**config.mk**
```make
export PLATFORM = sky130hd
export DESIGN_NAME = rbnp_front
export DESIGN_NICKNAME = d
export VERILOG_FILES = /design/src/design/rbnp_pkg.sv /design/src/design/rbnp_front.sv
export SDC_FILE = /design/constraint.sdc
export NUM_CORES = 2
export LEC_CHECK = 0
export BUFFER_PORTS_ARGS = -buffer_cell sky130_fd_sc_hd__buf_2
export CORE_MARGIN = 2
export CORE_UTILIZATION = 45
export CTS_CLUSTER_DIAMETER = 40
export CTS_CLUSTER_SIZE = 10
export DETAILED_ROUTE_END_ITERATION = 6
export PLACE_DENSITY = 0.66
export SYNTH_ARGS = -nofsm -noshare
export SYNTH_HDL_FRONTEND = slang
export SYNTH_SLANG_ARGS = --single-unit
```
**constraint.sdc**
```tcl
create_clock -name clk -period 8.82 [get_ports clk]
set_input_delay 2.205 -clock clk [delete_from_list [all_inputs] [get_ports clk]]
set_output_delay 2.205 -clock clk [all_outputs]
set_load 0.1 [all_outputs]
```
**src/design/rbnp_pkg.sv**
```systemverilog
package rbnp_pkg;

  localparam int COORD_BITS = 32;
  localparam int ID_BITS    = 16;
  localparam int FRAC_BITS  = 16;
  localparam int AXES       = 3;
  localparam int AXIS_BITS  = $clog2(AXES);
  localparam int REG_COUNT  = 6;
  localparam int INDEX_BITS = $clog2(REG_COUNT);

  // slab arithmetic widths
  localparam int DIFF_BITS  = COORD_BITS + 2;
  localparam int MAG_BITS   = COORD_BITS + 1;
  localparam int PPROD_BITS = 2 * COORD_BITS;
  localparam int PROD_BITS  = PPROD_BITS + 1;
  localparam int SHIFT_BITS = PROD_BITS - FRAC_BITS;

  // reciprocal divider
  localparam int QUOT_BITS    = 2 * FRAC_BITS + 1;
  localparam int DIV_CNT_BITS = $clog2(QUOT_BITS + 1);
  localparam int SAT_BITS     = (QUOT_BITS > COORD_BITS) ? QUOT_BITS : COORD_BITS;
  localparam logic [QUOT_BITS-1:0] DIVIDEND = {1'b1, {(2 * FRAC_BITS){1'b0}}};

  // request queue between front and back
  localparam int QUEUE_DEPTH = 4;
  localparam int QPTR_BITS   = $clog2(QUEUE_DEPTH);
  localparam int QCNT_BITS   = QPTR_BITS + 1;

  localparam logic [INDEX_BITS-1:0] REG_ORIGIN_X = INDEX_BITS'(0);
  localparam logic [INDEX_BITS-1:0] REG_ORIGIN_Y = INDEX_BITS'(1);
  localparam logic [INDEX_BITS-1:0] REG_ORIGIN_Z = INDEX_BITS'(2);
  localparam logic [INDEX_BITS-1:0] REG_DIR_X    = INDEX_BITS'(3);
  localparam logic [INDEX_BITS-1:0] REG_DIR_Y    = INDEX_BITS'(4);
  localparam logic [INDEX_BITS-1:0] REG_DIR_Z    = INDEX_BITS'(5);

  localparam logic [COORD_BITS-1:0] COORD_MAX = {1'b0, {(COORD_BITS - 1){1'b1}}};
  localparam logic [COORD_BITS-1:0] COORD_MIN = {1'b1, {(COORD_BITS - 1){1'b0}}};
  localparam logic [COORD_BITS-1:0] FIX_ONE   = COORD_BITS'(1) << FRAC_BITS;

  typedef logic signed [COORD_BITS-1:0] coord_t;

  typedef struct packed {
    logic                  we;
    logic [INDEX_BITS-1:0] index;
    logic [COORD_BITS-1:0] data;
  } cfg_wr_t;

  typedef struct packed {
    logic [AXES-1:0]                 neg;
    logic [AXES-1:0][COORD_BITS-1:0] mag;
  } inv_t;

  typedef struct packed {
    logic [AXES-1:0][COORD_BITS-1:0] center;
    logic [AXES-1:0][COORD_BITS-1:0] size;
    logic                            active;
    logic [ID_BITS-1:0]              id;
    logic                            last;
  } box_t;

  typedef struct packed {
    logic                                active;
    logic                                last;
    logic [ID_BITS-1:0]                  id;
    logic [AXES-1:0][1:0][DIFF_BITS-1:0] diff;
  } entry_t;

endpackage

```
**src/design/rbnp_front.sv**
```systemverilog
module rbnp_front (
  input  logic              clk,
  input  logic              rst,
  input  rbnp_pkg::cfg_wr_t cfg,
  input  logic              in_valid,
  output logic              in_stall,
  input  rbnp_pkg::box_t    box,
  input  logic              busy,
  input  logic              pop,
  output logic              q_valid,
  output rbnp_pkg::entry_t  q_entry
);

  logic [rbnp_pkg::AXES-1:0][rbnp_pkg::COORD_BITS-1:0] origin;
  logic [rbnp_pkg::AXES-1:0]                           origin_wr;

  rbnp_pkg::entry_t mem [rbnp_pkg::QUEUE_DEPTH];
  logic [rbnp_pkg::QPTR_BITS-1:0] wr_ptr;
  logic [rbnp_pkg::QPTR_BITS-1:0] rd_ptr;
  logic [rbnp_pkg::QCNT_BITS-1:0] count;

  logic                           accept;
  logic                           push;
  rbnp_pkg::entry_t               entry;
  logic [rbnp_pkg::DIFF_BITS-1:0] c_ext;
  logic [rbnp_pkg::DIFF_BITS-1:0] h_ext;
  logic [rbnp_pkg::DIFF_BITS-1:0] o_ext;

  assign origin_wr[0] = cfg.we && (cfg.index == rbnp_pkg::REG_ORIGIN_X);
  assign origin_wr[1] = cfg.we && (cfg.index == rbnp_pkg::REG_ORIGIN_Y);
  assign origin_wr[2] = cfg.we && (cfg.index == rbnp_pkg::REG_ORIGIN_Z);

  assign in_stall = busy || (count == rbnp_pkg::QCNT_BITS'(rbnp_pkg::QUEUE_DEPTH));
  assign accept   = in_valid && !in_stall;
  // skipped boxes that do not close a pick carry no work
  assign push     = accept && (box.active || box.last);
  assign q_valid  = count != '0;
  assign q_entry  = mem[rd_ptr];

  // bounds relative to the origin, half size rounded towards minus infinity
  always_comb begin
    entry.active = box.active;
    entry.last   = box.last;
    entry.id     = box.id;
    c_ext        = '0;
    h_ext        = '0;
    o_ext        = '0;
    for (int i = 0; i < rbnp_pkg::AXES; i++) begin
      c_ext = {{2{box.center[i][rbnp_pkg::COORD_BITS-1]}}, box.center[i]};
      h_ext = {{3{box.size[i][rbnp_pkg::COORD_BITS-1]}},
               box.size[i][rbnp_pkg::COORD_BITS-1:1]};
      o_ext = {{2{origin[i][rbnp_pkg::COORD_BITS-1]}}, origin[i]};
      entry.diff[i][0] = c_ext - h_ext - o_ext;
      entry.diff[i][1] = c_ext + h_ext - o_ext;
    end
  end

  always_ff @(posedge clk) begin
    if (rst) begin
      origin <= '0;
      wr_ptr <= '0;
      rd_ptr <= '0;
      count  <= '0;
    end else begin
      for (int i = 0; i < rbnp_pkg::AXES; i++) begin
        if (origin_wr[i]) origin[i] <= cfg.data;
      end
      if (push) wr_ptr <= wr_ptr + rbnp_pkg::QPTR_BITS'(1);
      if (pop) rd_ptr <= rd_ptr + rbnp_pkg::QPTR_BITS'(1);
      case ({push, pop})
        2'b10:   count <= count + rbnp_pkg::QCNT_BITS'(1);
        2'b01:   count <= count - rbnp_pkg::QCNT_BITS'(1);
        default: count <= count;
      endcase
    end
  end

  always_ff @(posedge clk) begin
    if (push) mem[wr_ptr] <= entry;
  end

endmodule

```
==> out/qor.csv <==
metric,value,unit
Synth Register Bits,993,
reg2reg end,mem[0][32],
Die Ht,342,um
top cell type's share of synthesized area,0.518,
final slew viol count,0,
# fillers,9579,
worst-path maximum fanout,5,
fin crit share,0.668,
leakage,0.0231,uW
Setup TNS,0,ns
iteration count of the initial detailed-routing pass,6,
layout net count,4948,
Synth cell types,79,
largest net degree at the start of global routing,119,
status,completed,
Mapped Cells,3754,
number of global-route vias before repair,31800,
most frequent cells in the layout,"888 x edfxtp_1, 541 x inv_1, 470 x buf_2, 295 x nand2_1, 263 x a21oi_1",
io pins,475,
# port buffers,471,
total CTS buffers,150,
"commonest non-fill, non-tap cell in the layout",edfxtp_1,
peak supply drop,219,uV
WHS Endpoint,o_ext[5],
placer congestion estimate,0.896,
detailed-route via count,31900,
first-pass GRT wire length,197,mm
hpwl dp,95.1,mm
"Async S/R FF share, synth",0,
post-synthesis cell area,51400,um2
final instance area,60400,um2
CP Launch Type,input pin,
post-CTS setup buffer count,0,
Setup WS pre-CTS,2.26,ns
CTS Root Buffer Type,clkbuf_16,
average cell area after synthesis,13.7,um2
Mapped Nets,4413,
post-DR wirelength/cell,22.3,um
"Seq/Total Area, Yosys",0.559,
post-route minimum period,5.90,ns
Post-Route WL,132,mm
hold_buf cts,0,
final worst slack,2.92,ns
worst-margin pin slew,1.05,ns
Die X,342,um
Worst Skew,0.0315,ns
final setup fails,0,
post-route ant nets,0,
"EDFF count, synth",888,
H-tree Lvls,4,
GR Overflow Total,0,
DP Area,55600,um2
Core Area,114000,um2
Setup crit end kind,register,
crit path kind,in -> reg,
clock slew at reported path FFs,0.05,ns
share of cells above drive strength 1,0.221,
worst hold slack,0.497,ns
CTS max path bufs,3,
layout overhead on the synthesized area,17.4,%
max_slew headroom,0.299,
cell area power density,258,nW/um2
Crit path arrival time,6.38,ns
YS warnings,0,
number of vias per cell,5.39,
leading area contributor after synthesis,edfxtp_1,
HP Class,reg -> reg,
# clock sinks,993,
FF-to-FF Start,origin[0],
Synth Flop Type,edfxtp_1,
all-layer global routing usage,0.228,
initial antenna violation count,30,
fmax,170,MHz
Hold Path Origin,o_ext[5],
Max-Cap Viols,0,
die area,117000,um2
DRC violations left,0,
iteration-0 DRC count of the detailed router,2234,
Starting Density,0.452,
flop2flop setup slack,4.12,ns
WHS Path Cells,2,
worst r2r path cells,14,
Area contributors post-synth,"edfxtp_1 52%, mux4_2 9.7%, fa_1 7.5%, ha_1 5.2%, dfxtp_1 4.1%",
RSZ-0062 raised after global routing,no,
worst skew pair latency,0.76,ns
Worst EP required,9.30,ns
CTS tree,built,
final hold violations,0,
count of cells resized by post-cts repair,0,
Core Rows,124,
==> report_power, final <==
| part | switching (uW) | internal (uW) |
|---|---|---|
| combinational | 3020 | 1140 |
| sequential | 54.4 | 5720 |
| clock | 2120 | 3570 |
==> cell usage after synthesis, drive strengths merged, types with 31 or more instances <==
cell	n
xor2	60
mux4	222
dfxtp	105
a21oi	265
inv	541
buf	37
clkbuf	78
nor3	31
a21o	114
edfxtp	888
nor2	126
nand2	295
xnor2	112
ha	215
fa	193
o21ai	100
nand3	35
==> layer usage <==
layer  global-route usage  vias up  wire (um)
met2                0.350     1011      60600
met1                0.310    15900      56500
met4               0.0921       32       4820
met5                    0        -        205
li1                     -    14600          -
met3               0.0581      256       9840
==> sequential cells by signal (all words and copies together) (netlist names), named ones only <==
register / flops
mem: 888
count: 3
o_ext: 32
wr_ptr: 2
rd_ptr: 2
origin: 64
==> stage by stage <==
step                      instances   util  power (uW)
after floorplan                3754      -        9060
after global placement         5649  0.488        9970
after detailed placement       5649  0.488       10000
after CTS                      5903  0.530       15800
after global routing           5908  0.530       16200
final                          5916  0.531       15600
==> cell families after synthesis <==
family	synth area share
fa+ha+maj	0.127
xor+xnor	0.0293
mux	0.0976
compound gates	0.0839
simple gates	0.0548
flops	0.559
buf+inv	0.0479
==> worst max path at each step <==
stage / start / end / cells after the start
floorplan: busy / mem[1][0] / 3
global placement: box[114] / mem[0][32] / 16
detailed placement: box[114] / mem[0][32] / 16
CTS: register / q_entry[187] / 4
global route: box[114] / mem[1][32] / 16
finish: box[114] / mem[0][32] / 16
==> area by class of cell <==
cell class                 count  area (um2)  area share
antenna                       13        32.5    0.000538
tap                         1512        1890      0.0313
clock inverter                67         786      0.0130
multi-input combinational   2105       20200       0.335
inverter                     541        2030      0.0336
sequential                   993       28800       0.476
timing repair buffer         498        2640      0.0437
clock buffer                 187        4030      0.0667
==> critical path: stages <==
cell	delay [ns]
buf_2	0.10
inv_1	0.08
fa_1	0.45
inv_1	0.13
ha_1	0.20
nor2_1	0.07
fa_1	0.46
nor2b_1	0.16
o31ai_1	0.12
a21oi_1	0.36
o21ai_0	0.22
o31ai_1	0.49
a21oi_1	0.26
and2_1	0.28
o21ai_0	0.23
xor2_1	0.52
Power figures use the tool's default switching activity.
