===== config.mk =====
export PLATFORM = sky130hd
export DESIGN_NAME = rbnp_recip
export DESIGN_NICKNAME = d
export VERILOG_FILES = /design/src/design/rbnp_pkg.sv /design/src/design/rbnp_recip.sv
export SDC_FILE = /design/constraint.sdc
export NUM_CORES = 1
export LEC_CHECK = 0
export BUFFER_PORTS_ARGS = -buffer_cell sky130_fd_sc_hd__buf_2
export CORE_UTILIZATION = 55
export CTS_CLUSTER_DIAMETER = 60
export DETAILED_ROUTE_END_ITERATION = 6
export PLACE_DENSITY = 0.85
export SLEW_MARGIN = 20
export SYNTH_ARGS = -nofsm -noshare
export SYNTH_HDL_FRONTEND = slang
export SYNTH_SLANG_ARGS = --single-unit

===== constraint.sdc =====
create_clock -name clk -period 4.8 [get_ports clk]
set_clock_uncertainty 0.05 [all_clocks]
set_input_delay 0.96 -clock clk [delete_from_list [all_inputs] [get_ports clk]]
set_output_delay 0.96 -clock clk [all_outputs]
set_load 0.05 [all_outputs]

===== src/design/rbnp_pkg.sv =====
package rbnp_pkg;

  localparam int COORD_BITS = 32;
  localparam int ID_BITS    = 16;
  localparam int FRAC_BITS  = 16;
  localparam int AXES       = 3;
  localparam int AXIS_BITS  = $clog2(AXES);
  localparam int REG_COUNT  = 6;
  localparam int INDEX_BITS = $clog2(REG_COUNT);

  // slab arithmetic widths
  localparam int DIFF_BITS  = COORD_BITS + 2;
  localparam int MAG_BITS   = COORD_BITS + 1;
  localparam int PPROD_BITS = 2 * COORD_BITS;
  localparam int PROD_BITS  = PPROD_BITS + 1;
  localparam int SHIFT_BITS = PROD_BITS - FRAC_BITS;

  // reciprocal divider
  localparam int QUOT_BITS    = 2 * FRAC_BITS + 1;
  localparam int DIV_CNT_BITS = $clog2(QUOT_BITS + 1);
  localparam int SAT_BITS     = (QUOT_BITS > COORD_BITS) ? QUOT_BITS : COORD_BITS;
  localparam logic [QUOT_BITS-1:0] DIVIDEND = {1'b1, {(2 * FRAC_BITS){1'b0}}};

  // request queue between front and back
  localparam int QUEUE_DEPTH = 4;
  localparam int QPTR_BITS   = $clog2(QUEUE_DEPTH);
  localparam int QCNT_BITS   = QPTR_BITS + 1;

  localparam logic [INDEX_BITS-1:0] REG_ORIGIN_X = INDEX_BITS'(0);
  localparam logic [INDEX_BITS-1:0] REG_ORIGIN_Y = INDEX_BITS'(1);
  localparam logic [INDEX_BITS-1:0] REG_ORIGIN_Z = INDEX_BITS'(2);
  localparam logic [INDEX_BITS-1:0] REG_DIR_X    = INDEX_BITS'(3);
  localparam logic [INDEX_BITS-1:0] REG_DIR_Y    = INDEX_BITS'(4);
  localparam logic [INDEX_BITS-1:0] REG_DIR_Z    = INDEX_BITS'(5);

  localparam logic [COORD_BITS-1:0] COORD_MAX = {1'b0, {(COORD_BITS - 1){1'b1}}};
  localparam logic [COORD_BITS-1:0] COORD_MIN = {1'b1, {(COORD_BITS - 1){1'b0}}};
  localparam logic [COORD_BITS-1:0] FIX_ONE   = COORD_BITS'(1) << FRAC_BITS;

  typedef logic signed [COORD_BITS-1:0] coord_t;

  typedef struct packed {
    logic                  we;
    logic [INDEX_BITS-1:0] index;
    logic [COORD_BITS-1:0] data;
  } cfg_wr_t;

  typedef struct packed {
    logic [AXES-1:0]                 neg;
    logic [AXES-1:0][COORD_BITS-1:0] mag;
  } inv_t;

  typedef struct packed {
    logic [AXES-1:0][COORD_BITS-1:0] center;
    logic [AXES-1:0][COORD_BITS-1:0] size;
    logic                            active;
    logic [ID_BITS-1:0]              id;
    logic                            last;
  } box_t;

  typedef struct packed {
    logic                                active;
    logic                                last;
    logic [ID_BITS-1:0]                  id;
    logic [AXES-1:0][1:0][DIFF_BITS-1:0] diff;
  } entry_t;

endpackage


===== src/design/rbnp_recip.sv =====
module rbnp_recip (
  input  logic              clk,
  input  logic              rst,
  input  rbnp_pkg::cfg_wr_t cfg,
  output rbnp_pkg::inv_t    inv,
  output logic              busy
);

  localparam logic [1:0] ST_IDLE = 2'd0;
  localparam logic [1:0] ST_RUN  = 2'd1;
  localparam logic [1:0] ST_DONE = 2'd2;

  logic [1:0]                                        state;
  logic [rbnp_pkg::AXES-1:0]                         dirty;
  logic [rbnp_pkg::AXES-1:0][rbnp_pkg::COORD_BITS-1:0] direction;
  logic [rbnp_pkg::AXIS_BITS-1:0]                    axis;
  logic [rbnp_pkg::DIV_CNT_BITS-1:0]                 count;
  logic [rbnp_pkg::COORD_BITS-1:0]                   divisor;
  logic                                              neg;
  logic [rbnp_pkg::COORD_BITS-1:0]                   rem;
  logic [rbnp_pkg::QUOT_BITS-1:0]                    quot;

  logic [rbnp_pkg::AXES-1:0]       dir_wr;
  logic [rbnp_pkg::AXES-1:0]       start_clr;
  logic [rbnp_pkg::AXIS_BITS-1:0]  pick;
  logic [rbnp_pkg::COORD_BITS-1:0] dsel;
  logic [rbnp_pkg::COORD_BITS-1:0] dmag;
  logic [rbnp_pkg::COORD_BITS:0]   trial;
  logic [rbnp_pkg::COORD_BITS:0]   trial_sub;
  logic                            ge;
  logic [rbnp_pkg::SAT_BITS-1:0]   qwide;
  logic [rbnp_pkg::SAT_BITS-1:0]   lim;

  assign dir_wr[0] = cfg.we && (cfg.index == rbnp_pkg::REG_DIR_X);
  assign dir_wr[1] = cfg.we && (cfg.index == rbnp_pkg::REG_DIR_Y);
  assign dir_wr[2] = cfg.we && (cfg.index == rbnp_pkg::REG_DIR_Z);

  always_comb begin
    pick = '0;
    for (int i = rbnp_pkg::AXES - 1; i >= 0; i--) begin
      if (dirty[i]) pick = rbnp_pkg::AXIS_BITS'(i);
    end
  end

  always_comb begin
    start_clr = '0;
    if (state == ST_IDLE) start_clr[pick] = 1'b1;
  end

  assign dsel      = direction[pick];
  assign dmag      = dsel[rbnp_pkg::COORD_BITS-1] ?
                     (~dsel + rbnp_pkg::COORD_BITS'(1)) : dsel;
  assign trial     = {rem, quot[rbnp_pkg::QUOT_BITS-1]};
  assign ge        = trial >= {1'b0, divisor};
  assign trial_sub = trial - {1'b0, divisor};
  assign qwide     = rbnp_pkg::SAT_BITS'(quot);
  assign lim       = neg ? rbnp_pkg::SAT_BITS'(rbnp_pkg::COORD_MIN) :
                           rbnp_pkg::SAT_BITS'(rbnp_pkg::COORD_MAX);

  assign busy = (state != ST_IDLE) || (dirty != '0);

  always_ff @(posedge clk) begin
    if (rst) begin
      state        <= ST_IDLE;
      dirty        <= '0;
      direction[0] <= '0;
      direction[1] <= '0;
      direction[2] <= rbnp_pkg::FIX_ONE;
      inv.neg      <= '0;
      inv.mag[0]   <= rbnp_pkg::COORD_MAX;
      inv.mag[1]   <= rbnp_pkg::COORD_MAX;
      inv.mag[2]   <= rbnp_pkg::FIX_ONE;
    end else begin
      for (int i = 0; i < rbnp_pkg::AXES; i++) begin
        if (dir_wr[i]) direction[i] <= cfg.data;
      end
      // a write landing mid-division marks the axis again
      dirty <= (dirty & ~start_clr) | dir_wr;
      case (state)
        ST_IDLE: begin
          if (dirty != '0) state <= ST_RUN;
        end
        ST_RUN: begin
          if (count == rbnp_pkg::DIV_CNT_BITS'(rbnp_pkg::QUOT_BITS - 1)) state <= ST_DONE;
        end
        ST_DONE: begin
          inv.mag[axis] <= (qwide > lim) ? lim[rbnp_pkg::COORD_BITS-1:0] :
                                           qwide[rbnp_pkg::COORD_BITS-1:0];
          inv.neg[axis] <= neg;
          state         <= ST_IDLE;
        end
        default: state <= ST_IDLE;
      endcase
    end
  end

  always_ff @(posedge clk) begin
    if (state == ST_IDLE) begin
      axis    <= pick;
      divisor <= dmag;
      neg     <= dsel[rbnp_pkg::COORD_BITS-1];
      rem     <= '0;
      quot    <= rbnp_pkg::DIVIDEND;
      count   <= '0;
    end else if (state == ST_RUN) begin
      rem   <= ge ? trial_sub[rbnp_pkg::COORD_BITS-1:0] : trial[rbnp_pkg::COORD_BITS-1:0];
      quot  <= {quot[rbnp_pkg::QUOT_BITS-2:0], ge};
      count <= count + rbnp_pkg::DIV_CNT_BITS'(1);
    end
  end

endmodule


==> impl_metrics.csv <==
group,metric,value,unit
timing,finalSetupViolCount,0,
route,vias,12900,
die,start_util,56.0,%
yosys,synth_area,14600,sq um
die,core,26100,sq um
die,die_h,165,um
yosys,syn_avg_cell_area,8.80,sq um
place,place_hpwl,24000,um
setup_path,r2r-end,"inv[39]",
setup_path,crit_end,"inv[39]",
timing,hold_ws,401,ps
yosys,yosysTopAreaCellShare,37.2,%
final_layout,nets,1848,
clock_network,post_cts_buffers,0,
route,wl_per_cell,17.7,um
yosys,yosysSeqAreaShare,44.4,%
setup_path,slowest_stage,"edfxtp_1",
setup_path,required,5160,ps
power,comb_power_share,12.6,%
global_route,grt_pass1_vias,12200,
timing,worst_pin_slew,1030,ps
global_route,grt_use_met1,35.0,%
global_route,use_met2,45.5,%
worst_hold_path,hold_path.class,"reg2reg",
global_route,antenna_found_initial,0,
power,intPower,4360,uW
global_route,grt_util_met3,3.99,%
timing,slew_headroom,30.7,%
setup_path,path_depth,10,
outcome,outcome,"completed",
yosys,syn_inst,1659,
timing,rsz0062_at_grt,"false",
global_route,grt_usage,27.2,%
route,viasPerCell,6.14,
global_route,grt_overflow,0,
clock_network,root_buffer,"clkbuf_16",
global_route,grt_pass1_wl,60000,um
yosys,synth_edf_count,35,
route,drt_iter0_markers,1089,
yosys,syn-num-nets,1765,
route,routed_wl,37100,um
final_layout,drive_gt1_share,17.3,%
clock_network,clock_path_buffers,3,
clock_network,cts_tree,"built",
die,pin_count,138,
yosys,synth_top_area_cell,"dfxtp_1",
power,powerDensity,356,nW/um^2
route,postRouteAntennaNets,0,
route,firstDrtPassIters,6,
setup_path,path_buf_inv,1,
setup_path,startpoint_type,"flip-flop",
final_layout,antenna_cells,0,
global_route,busiest_layer,"met2",
global_route,grt_max_degree,112,
power,vdd_ir_drop_max,0.292,mV
yosys,yosys_warnings,0,
final_layout,fill_cells,2052,
route,drc,0,
power,power_switching,1540,uW
clock_network,htreeDepth,2,
clock_network,cts_resized,0,
yosys,ys_ff_latch,306,
setup_path,cp-end-kind,"flip-flop",
setup_path,worstSetupStartpoint,"neg",
clock_network,cts_made_buffers,34,
setup_path,path_class,"reg2reg",
setup_path,path_cells,"buf_4 > ha_1 > a21o_1 > nand3_1 > a21oi_1 > o31a_1 > a2111oi_0 > a31oi_4 > or3_2 > o221a_2",
clock_network,clock_sinks,306,
final_layout,area_delta_synth_final,13.6,%
setup_path,critPathMaxFanout,30,
clock_network,clk_pin_slew,60,ps
timing,hold_violations,0,
timing,fin_tns_setup,0,ps
flow_run,cap_violations,0,
clock_network,worst_skew_pair.late_latency,520,ps
setup_path,critPathMaxStageDelay,930,ps
timing,drv_slew,0,
yosys,ys_types,77,
yosys,yosys-top-cells-area,"dfxtp_1 37%, nand2_1 7.7%, edfxtp_1 7.2%",
setup_path,crit_arrival,4700,ps
timing,period_minus_slack,4350,ps
power,switching_share,26.0,%
setup_path,timing.rr.start,"neg",
power,leakagePower,0.00663,uW
timing,max_freq,230,MHz
yosys,synthFlopType,"dfxtp_1",
setup_path,rr_worst_depth,10,
place,numPortBuffers,137,
power,p_clk_share,42.1,%
die,num_rows,59,
die,die_w,165,um
setup_path,reg2reg_setup_slack,450,ps
place,place.gp.congestion,0.891,
setup_path,critical_path.top_delay_family,"compound AO/OA/AOI/OAI gates",
yosys,async_flop_share,0,%
clock_network,cts_hold_buf,0,
power,pwr-share-seq,45.3,%
die,die_area,27200,sq um
timing,finalCritPeriodShare,90.6,%
[per-layer routing]
layer	up-vias	part of all wire [%]
met5	-	0
met2	565	47
met3	113	6.8
met4	0	3.5
li1	6118	-
met1	6108	42
[cell usage in the layout, fill, tap and decap left out, types with 7 or more instances in the layout]
| master | instances |
|---|---|
| a22o_1 | 34 |
| nor2_1 | 76 |
| buf_2 | 136 |
| a21oi_1 | 176 |
| dfxtp_1 | 270 |
| xnor2_1 | 37 |
| o31ai_1 | 7 |
| a21o_1 | 27 |
| ha_1 | 67 |
| nand2_1 | 297 |
| a22oi_1 | 19 |
| clkbuf_1 | 7 |
| o21ai_0 | 67 |
| edfxtp_1 | 35 |
| buf_4 | 27 |
| nor2b_1 | 11 |
| a211oi_1 | 8 |
| xor2_1 | 18 |
| nor3_1 | 74 |
| and2_1 | 8 |
| nand2b_1 | 9 |
| nand3_1 | 16 |
| clkbuf_16 | 34 |
| nand4_1 | 15 |
| clkbuf_8 | 8 |
| nand3b_1 | 9 |
| inv_1 | 49 |
| mux2i_1 | 33 |
| o221a_2 | 60 |
| a31oi_1 | 8 |
| and3_1 | 7 |
[synthesized netlist by cell type, drive strengths merged (15+ instances only)]
master / number
inv: 49
o221a: 60
a21oi: 177
edfxtp: 35
dfxtp: 271
buf: 19
xnor2: 37
a22oi: 20
nor2: 78
nand4: 15
nand2: 298
nand3: 16
nor3: 75
a21o: 27
a22o: 34
clkbuf: 98
xor2: 18
mux2i: 33
o21ai: 67
ha: 67
[tightest hold or removal path, delay by kind of cell (launching register included)]
family,cells,cell delay [ps]
flip-flops,1,300
AO/OA/AOI/OAI,1,50
AND/OR/NAND/NOR,1,50
[how the worst min path moves through the flow]
| stage | from | end | slack [ps] | cells past startpoint |
|---|---|---|---|---|
| after CTS | direction[5] | direction[5] | 400 | 2 |
| after global routing | direction[61] | direction[61] | 420 | 2 |
| final | direction[5] | direction[5] | 400 | 2 |
| after detailed placement | direction[5] | direction[5] | 390 | 2 |
| after floorplan | direction[0] | direction[0] | 380 | 2 |
| after global placement | direction[0] | direction[0] | 390 | 2 |
[state kept, by name, summed over array words and instances (netlist names)]
name / flops
inv: 99
count: 6
rem: 32
divisor: 32
state: 2
axis: 2
direction: 96
neg: 1
quot: 33
dirty: 3
[power by group through the flow]
stage                     combinational, uW  clock [uW]  sequential (uW)
after floorplan                         549           0             2720
after global placement                  705           0             2720
after detailed placement                719           0             2720
after CTS                               728        2510             2670
after global routing                    817        2620             2670
final                                   745        2480             2670
[metrics by stage]
step,std cells,util (%),total power (uW),setup WS [ps],area [sq um]
2_1_floorplan,1659,-,3270,1160,14600
3_3_place_gp,2040,59.4,3430,517,15500
3_5_place_dp,2040,59.4,3440,358,15500
4_1_cts,2099,63.5,5910,276,16500
5_1_grt,2100,63.6,6110,167,16600
6_report,2100,63.6,5900,452,16600
[cell families after synthesis]
logic type,share of synthesized area [%]
compound gates,22.0
xor+xnor,3.30
fa+ha+maj,5.88
buf+inv,4.42
flops,44.4
mux,2.26
simple gates,17.7
[final cells by class]
| class | count | area [sq um] | share of cell area, % |
|---|---|---|---|
| clock buffers | 49 | 987 | 5.96 |
| clock inverters | 10 | 82.6 | 0.498 |
| inverters | 49 | 184 | 1.11 |
| multi-input cells | 1187 | 7510 | 45.3 |
| flip-flops and latches | 306 | 6480 | 39.1 |
| well taps | 335 | 419 | 2.53 |
| repair buffers | 164 | 911 | 5.50 |
(Power assumes the default switching activity.)
